[src/hdl/spq_pkg.sv]
// Package for the sorted priority queue: entry and control types, op and status codes.
// No dependencies. Imported by spq_cell, sorted_priority_queue, spq_checker and sorted_priority_queue_tb.
package spq_pkg;

	localparam int DEF_CAPACITY = 16;
	localparam int TAG_W        = 16;
	localparam int PRIO_W       = 32;
	localparam int OCC_W        = 5;

	localparam logic [1:0] OP_ENQUEUE = 2'd0;
	localparam logic [1:0] OP_DEQUEUE = 2'd1;
	localparam logic [1:0] OP_CLEAR   = 2'd2;

	localparam logic [1:0] ST_OK           = 2'd0;
	localparam logic [1:0] ST_EMPTY_ERROR  = 2'd1;
	localparam logic [1:0] ST_FULL_DROPPED = 2'd2;

	typedef logic [TAG_W-1:0]         tag_t;
	typedef logic signed [PRIO_W-1:0] prio_t;

	// One slot of the queue.
	typedef struct packed {
		logic  valid;
		tag_t  tag;
		prio_t prio;
	} entry_t;

	// Broadcast to every cell for the request being taken this cycle.
	typedef struct packed {
		logic  enq;
		logic  deq;
		logic  clr;
		tag_t  tag;
		prio_t prio;
	} ctl_t;

endpackage

[src/hdl/spq_cell.sv]
// One slot of the sorted chain: holds an entry, shifts right on insert, left on removal.
// Depends on spq_pkg.
module spq_cell (
	input  logic           clk,
	input  logic           arst_n,
	input  spq_pkg::ctl_t  ctl,
	input  spq_pkg::entry_t left_entry,
	input  logic           left_behind,
	input  spq_pkg::entry_t right_entry,
	output spq_pkg::entry_t entry,
	output logic           behind,
	output spq_pkg::entry_t next_entry
);
	import spq_pkg::*;

	logic  valid_q;
	tag_t  tag_q;
	prio_t prio_q;

	assign entry = '{valid: valid_q, tag: tag_q, prio: prio_q};

	// New entry goes behind this one when this slot's priority is equal or lower.
	assign behind = valid_q && !(ctl.prio < prio_q);

	always_comb begin
		next_entry = entry;
		if (ctl.clr) begin
			next_entry.valid = 1'b0;
		end else if (ctl.enq) begin
			if (!behind) begin
				if (left_behind) begin
					next_entry = '{valid: 1'b1, tag: ctl.tag, prio: ctl.prio};
				end else begin
					next_entry = left_entry;
				end
			end
		end else if (ctl.deq) begin
			next_entry = right_entry;
		end
	end

	always_ff @(posedge clk or negedge arst_n) begin
		if (!arst_n) begin
			valid_q <= 1'b0;
		end else begin
			valid_q <= next_entry.valid;
		end
	end

	always_ff @(posedge clk) begin
		tag_q  <= next_entry.tag;
		prio_q <= next_entry.prio;
	end

	// Valid slots form a prefix and stay in ascending priority order.
	a_prefix: assert property (@(posedge clk) disable iff (!arst_n)
		!valid_q |-> !right_entry.valid)
		else $error("spq_cell: occupied slot behind an empty one");
	a_order: assert property (@(posedge clk) disable iff (!arst_n)
		(valid_q && right_entry.valid) |-> !(right_entry.prio < prio_q))
		else $error("spq_cell: chain out of priority order");

endmodule

[src/hdl/sorted_priority_queue.sv]
// Top level of the sorted priority queue: a chain of spq_cell slots plus a result register.
// Depends on spq_pkg and spq_cell.
//
//   channel  direction  handshake              payload
//   in       sink       in_valid / in_ready    op, value_tag, priority_req
//   out      source     out_valid / out_ready  out_tag, head_tag, head_priority,
//                                              occupancy, is_empty, status
//
// Rate: one request per cycle while the result is taken; all slots compare against the
//   new priority in parallel and shift together at the same clock edge.
// The result is registered; in_ready is high whenever that register is empty or is
//   being taken in the same cycle, so a stalled result blocks only further requests.
// Reset clears the count and every slot's valid bit at once; no clearing pass.
module sorted_priority_queue #(
	parameter int CAPACITY = spq_pkg::DEF_CAPACITY
) (
	input  logic                 clk,
	input  logic                 arst_n,
	input  logic                 in_valid,
	output logic                 in_ready,
	input  logic [1:0]           op,
	input  spq_pkg::tag_t        value_tag,
	input  spq_pkg::prio_t       priority_req,
	output logic                 out_valid,
	input  logic                 out_ready,
	output spq_pkg::tag_t        out_tag,
	output spq_pkg::tag_t        head_tag,
	output spq_pkg::prio_t       head_priority,
	output logic [spq_pkg::OCC_W-1:0] occupancy,
	output logic                 is_empty,
	output logic [1:0]           status
);
	import spq_pkg::*;

	localparam int CNT_W = $clog2(CAPACITY + 1);

	logic [CNT_W-1:0] count_q;
	logic [CNT_W-1:0] count_next;
	logic             in_fire;
	logic             full;
	logic             empty;
	ctl_t             ctl;
	logic [1:0]       status_next;
	logic [CNT_W+OCC_W-1:0] count_ext;

	entry_t cell_entry [CAPACITY];
	entry_t cell_next  [CAPACITY];
	logic   cell_behind[CAPACITY];

	logic             out_valid_q;
	tag_t             out_tag_q;
	tag_t             head_tag_q;
	prio_t            head_prio_q;
	logic [OCC_W-1:0] occ_q;
	logic             empty_q;
	logic [1:0]       status_q;

	// Take a request when the result register is free or draining now.
	assign in_ready = !out_valid_q || out_ready;
	assign in_fire  = in_valid && in_ready;

	assign full  = (count_q == CAPACITY[CNT_W-1:0]);
	assign empty = (count_q == '0);

	// Drop enqueues into a full queue; ignore dequeues on an empty one.
	always_comb begin
		ctl.enq  = in_fire && (op == OP_ENQUEUE) && !full;
		ctl.deq  = in_fire && (op == OP_DEQUEUE) && !empty;
		ctl.clr  = in_fire && (op == OP_CLEAR);
		ctl.tag  = value_tag;
		ctl.prio = priority_req;
	end

	always_comb begin
		count_next  = count_q;
		status_next = ST_OK;
		if (ctl.clr) begin
			count_next = '0;
		end else if (ctl.enq) begin
			count_next = count_q + 1'b1;
		end else if (ctl.deq) begin
			count_next = count_q - 1'b1;
		end
		if (op == OP_ENQUEUE && full) begin
			status_next = ST_FULL_DROPPED;
		end else if (op == OP_DEQUEUE && empty) begin
			status_next = ST_EMPTY_ERROR;
		end
	end

	// Occupancy reports the low five bits of the count.
	assign count_ext = {{OCC_W{1'b0}}, count_next};

	genvar g;
	generate
		for (g = 0; g < CAPACITY; g++) begin : g_cell
			entry_t left_e;
			entry_t right_e;
			logic   left_b;
			if (g == 0) begin : g_first
				assign left_e = '0;
				assign left_b = 1'b1;
			end else begin : g_mid
				assign left_e = cell_entry[g-1];
				assign left_b = cell_behind[g-1];
			end
			if (g == CAPACITY - 1) begin : g_last
				assign right_e = '0;
			end else begin : g_inner
				assign right_e = cell_entry[g+1];
			end
			spq_cell u_cell (
				.clk         (clk),
				.arst_n      (arst_n),
				.ctl         (ctl),
				.left_entry  (left_e),
				.left_behind (left_b),
				.right_entry (right_e),
				.entry       (cell_entry[g]),
				.behind      (cell_behind[g]),
				.next_entry  (cell_next[g])
			);
		end
	endgenerate

	always_ff @(posedge clk or negedge arst_n) begin
		if (!arst_n) begin
			count_q     <= '0;
			out_valid_q <= 1'b0;
		end else begin
			count_q <= count_next;
			if (in_fire) begin
				out_valid_q <= 1'b1;
			end else if (out_ready) begin
				out_valid_q <= 1'b0;
			end
		end
	end

	// Result payload: the head after the step comes from the first cell's next value.
	always_ff @(posedge clk) begin
		if (in_fire) begin
			out_tag_q   <= ctl.deq ? cell_entry[0].tag : '0;
			head_tag_q  <= cell_next[0].valid ? cell_next[0].tag : '0;
			head_prio_q <= cell_next[0].valid ? cell_next[0].prio : '0;
			occ_q       <= count_ext[OCC_W-1:0];
			empty_q     <= (count_next == '0);
			status_q    <= status_next;
		end
	end

	assign out_valid     = out_valid_q;
	assign out_tag       = out_tag_q;
	assign head_tag      = head_tag_q;
	assign head_priority = head_prio_q;
	assign occupancy     = occ_q;
	assign is_empty      = empty_q;
	assign status        = status_q;

	a_count_head: assert property (@(posedge clk) disable iff (!arst_n)
		(count_q == '0) == !cell_entry[0].valid)
		else $error("sorted_priority_queue: count disagrees with head slot");
	a_count_tail: assert property (@(posedge clk) disable iff (!arst_n)
		full == cell_entry[CAPACITY-1].valid)
		else $error("sorted_priority_queue: count disagrees with last slot");
	a_drop_holds: assert property (@(posedge clk) disable iff (!arst_n)
		(in_fire && op == OP_ENQUEUE && full) |=> (count_q == $past(count_q)))
		else $error("sorted_priority_queue: dropped enqueue changed the count");
	a_result_empty: assert property (@(posedge clk) disable iff (!arst_n)
		(out_valid_q && empty_q) |-> (head_tag_q == '0 && head_prio_q == '0))
		else $error("sorted_priority_queue: empty result shows a head entry");

endmodule

[config.mk]
export PLATFORM = sky130hd
export DESIGN_NAME = sorted_priority_queue
export DESIGN_NICKNAME = d
export VERILOG_FILES = /design/src/hdl/spq_pkg.sv /design/src/hdl/spq_cell.sv /design/src/hdl/sorted_priority_queue.sv
export SDC_FILE = /design/constraint.sdc
export NUM_CORES = 2
export LEC_CHECK = 0
export ABC_AREA = 1
export BUFFER_PORTS_ARGS = -buffer_cell sky130_fd_sc_hd__buf_2
export CAP_MARGIN = 20
export CORE_MARGIN = 2
export CORE_UTILIZATION = 60
export CTS_CLUSTER_DIAMETER = 120
export DETAILED_ROUTE_END_ITERATION = 8
export GPL_ROUTABILITY_DRIVEN = 1
export GPL_TIMING_DRIVEN = 0
export PLACE_DENSITY = 0.77
export SLEW_MARGIN = 20
export SYNTH_ARGS = -nofsm -noshare
export SYNTH_HDL_FRONTEND = slang
export SYNTH_SLANG_ARGS = --single-unit
[constraint.sdc]
create_clock -name clk -period 5.7 [get_ports clk]
set_input_delay 1.14 -clock clk [delete_from_list [all_inputs] [get_ports clk]]
set_output_delay 1.14 -clock clk [all_outputs]
set_load 0.1 [all_outputs]
==> results by group <==
Status
  • Status: completed

Min path
  • Hold WC Path Type: in -> async

Clock network
  • Root buffer selected by CTS: clkbuf_16
  • CTS tree: done
  • Inserted Clock Buffers: 101
  • Post-CTS resize count: 0
  • Skew-Pair Late Insertion Delay: 690 ps
  • H-tree Lvls: 3
  • Clk buf depth: 3
  • Post-CTS Hold Buffers: 0
  • Clock slew at reported path FFs: 60 ps
  • Clock sinks: 862
  • Post-CTS Setup Repair Bufs: 0

Power
  • Max IR drop VDD: 0.311 mV
  • Net Switching: 8.17 mW
  • Share of power burned in registers: 36.8%
  • LEAKAGE: 31.6 nW
  • Power density cells: 334 nW/um2
  • Comb pwr share: 31.8%
  • Sw Share: 37.1%
  • Clk pwr share: 31.4%
  • P_int: 13.8 mW

Die
  • Die Span Y: 320 um
  • Row Count: 115
  • Boundary Pins: 128
  • Core area: 98600 um2
  • Die Width: 320 um
  • Die area: 102000 um2
  • Initial Util: 60.7%

Layout
  • Design area: 66000 um2
  • FILL cells: 8469
  • Area delta synth->final: 10.3%
  • NumNets Final: 8561
  • Share of cells above drive strength 1: 6.51%

Worst setup path
  • CP Max Fanout: 19
  • WS Path Type: in -> reg
  • Register-to-Register Path Depth: 13
  • Worst EP required: 6080 ps
  • Reg-to-Reg Start: count_q[1]
  • Crit path arrival time: 4950 ps
  • CP endpoint kind: flip-flop
  • Top cell by count, worst path: nand2_1
  • Setup crit start kind: input pin
  • CP cell instances: buf_2 -> ha_1 -> a21oi_1 -> nor2_1 -> a211oi_1 -> nand2_1 -> nand2_1 -> nand2_1 -> nand2_1 -> nand2_1 -> nand2_1 -> nand3_2 -> clkbuf_2 -> buf_2 -> o21ai_0 -> nor2_1
  • Crit-path max cell delay: 1040 ps
  • R2r setup slk: 1350 ps
  • Slowest CP cell: o21ai_0
  • Reg2reg end: g_cell[15].u_cell.prio_q[15]

Logic synthesis
  • Yosys top cell by area: edfxtp_1
  • Yosys reg bits: 862
  • Largest cells by area after synthesis: edfxtp_1 40%, nand2_1 16%, ha_1 10%
  • Syn nets: 8313
  • Mean Syn Cell Area: 7.71 um2
  • Top cells by count, synth: 2511 x nand2_1, 907 x inv_1, 792 x edfxtp_1
  • Post-synth ARST share: 2.55%
  • Synth Flop Type: edfxtp_1
  • Synthesized instance count: 7761
  • Yosys warning count: 0
  • Yosys cell types: 37
  • Mapped Area: 59800 um2
  • Register area share after synthesis: 42.3%
  • Post-synth top area share: 39.7%
  • Number of synthesized flops with an enable pin: 792
  • Most instantiated library cell after synthesis: nand2_1

Drt
  • DRT Pass-1 Iters: 6
  • Vias/cell: 5.86
  • Post-route ant nets: 0
  • Via Count: 55000
  • Remaining DRCs: 0
  • Drt initial violations: 6236
  • Final wirelength: 186000 um
  • Wire per inst: 19.8 um

GRT
  • Antenna violations before repair: 6
  • Vias in the first global route: 53100
  • GRT overflow: 0
  • Largest net degree at the start of global routing: 38
  • Total track usage: 35.8%
  • First-pass GRT wire length: 288000 um

Timing
  • Final setup TNS: 0 ps
  • RSZ-0062 raised after global routing: false
  • Clock period minus worst slack: 4570 ps
  • Relative slew margins: 12.5%
  • Fmax: 219 MHz
  • Final setup viols: 0
  • Crit share post-route: 80.2%
  • Final Max Slew Viols: 0
  • Worst slew pin tran: 1300 ps
  • Final Hold Fails: 0
  • Clock Skew: 27.8 ps

Placement
  • Post-DP HPWL: 151000 um
  • Placed inst area: 62400 um2
  • Input/output buffers: 127
  • GP Congestion: 0.968

Run
  • Max Cap Viol: 0
==> power groups by stage <==
stage / Sequential [mW] / Clock [mW] / Combinational [mW]
2_1_floorplan: 8.68 / 0 / 4.38
3_3_place_gp: 8.21 / 0 / 6.57
3_5_place_dp: 8.21 / 0 / 6.85
4_1_cts: 8.08 / 6.95 / 6.89
5_1_grt: 8.15 / 7.20 / 7.70
6_report: 8.09 / 6.92 / 7.00
==> logic make-up after synthesis <==
logic type / synth area share, %
flip-flops: 42.3
XOR/XNOR: 0.0146
AND/OR/NAND/NOR: 31.6
buffers and inverters: 9.79
AO/OA/AOI/OAI: 5.92
adder cells (fa/ha/maj): 10.4
==> worst max path at each step <==
stage | from | to | depth (start not counted)
floorplan | out_ready | g_cell[15].u_cell.prio_q[0] | 11
global placement | out_ready | g_cell[1].u_cell.prio_q[14] | 12
detailed placement | priority_req[5] | g_cell[15].u_cell.tag_q[14] | 16
CTS | priority_req[5] | g_cell[15].u_cell.tag_q[14] | 16
global route | priority_req[5] | g_cell[15].u_cell.tag_q[10] | 16
finish | priority_req[5] | g_cell[15].u_cell.tag_q[9] | 16
==> metal layers <==
| layer | part of all wire (%) | up-vias | GRT usage [%] |
|---|---|---|---|
| met5 | 0 | - | 0 |
| met4 | 6.7 | 0 | 22.0 |
| met3 | 9.1 | 462 | 4.48 |
| met2 | 45 | 2646 | 58.6 |
| met1 | 39 | 25000 | 45.4 |
| li1 | - | 26900 | - |
==> area by class of cell <==
type | instances | area, um2 | share of cell area (%)
well taps | 1287 | 1610 | 2.44
plain buffers | 552 | 2440 | 3.69
flip-flops and latches | 862 | 25300 | 38.3
repair buffers | 145 | 983 | 1.49
multi-input cells | 5436 | 28700 | 43.5
clock buffers | 129 | 2870 | 4.35
inverters | 911 | 3420 | 5.19
diodes | 6 | 15.0 | 0.0228
clock inverters | 60 | 676 | 1.02
==> registers in the layout, indices dropped and copies added, names as in the netlist <==
| name | flops |
|---|---|
| status | 2 |
| is_empty | 1 |
| g_cell.u_cell.tag_q | 256 |
| out_valid | 1 |
| occupancy | 5 |
| out_tag | 16 |
| head_priority | 32 |
| head_tag | 16 |
| g_cell.u_cell.valid_q | 16 |
| g_cell.u_cell.prio_q | 512 |
| count_q | 5 |
==> critical path: cells and delay by family <==
kind,cells,cell delay (ps)
AOI/OAI and AO/OA,3,1350
and+or+nand+nor,9,1100
buffers and inverters,3,980
adders and majority gates,1,350
==> stage by stage <==
step	hold slack, ps	instances	utilization [%]	total power [mW]	setup slack, ps
after CTS	464	9381	66.9	21.9	1310
final	489	9388	67.0	22.0	1130
after floorplan	495	7761	-	13.1	37.6
after global routing	503	9382	66.9	23.1	1100
after detailed placement	503	9192	63.3	15.1	607
after global placement	499	9175	63.0	14.8	-1070
==> layout by cell type, fill, tap and decap left out, types with 5 or more instances in the layout <==
master      Yosys  routed
clkbuf_1      346     356
nor4_1         17      17
buf_1          40      39
o21a_1         13      13
clkinv_2        0      29
nand3_2         9       9
buf_4          25      25
a21o_1          6       6
inv_2           4      19
dfrtp_1        22      22
a211oi_1       18      18
buf_12          0      17
o211ai_1       15      15
dfxtp_1        48      48
o21ai_1        48      48
buf_2         124     252
ha_1          498     498
nand3_1       754     754
nor2_1        232     232
clkinv_1        0       5
edfxtp_1      792     792
a21oi_1       374     374
inv_1         907     891
clkbuf_8        0      13
buf_6          15      15
o21ai_0       187     187
diode_2         0       6
nand4_1       716     716
nor3_1         13      13
clkbuf_16       0     106
nand2_1      2511    2511
a31oi_1         9       9
clkinvlp_4      0       7
bufinv_16       0      13
(Power assumes the default switching activity.)
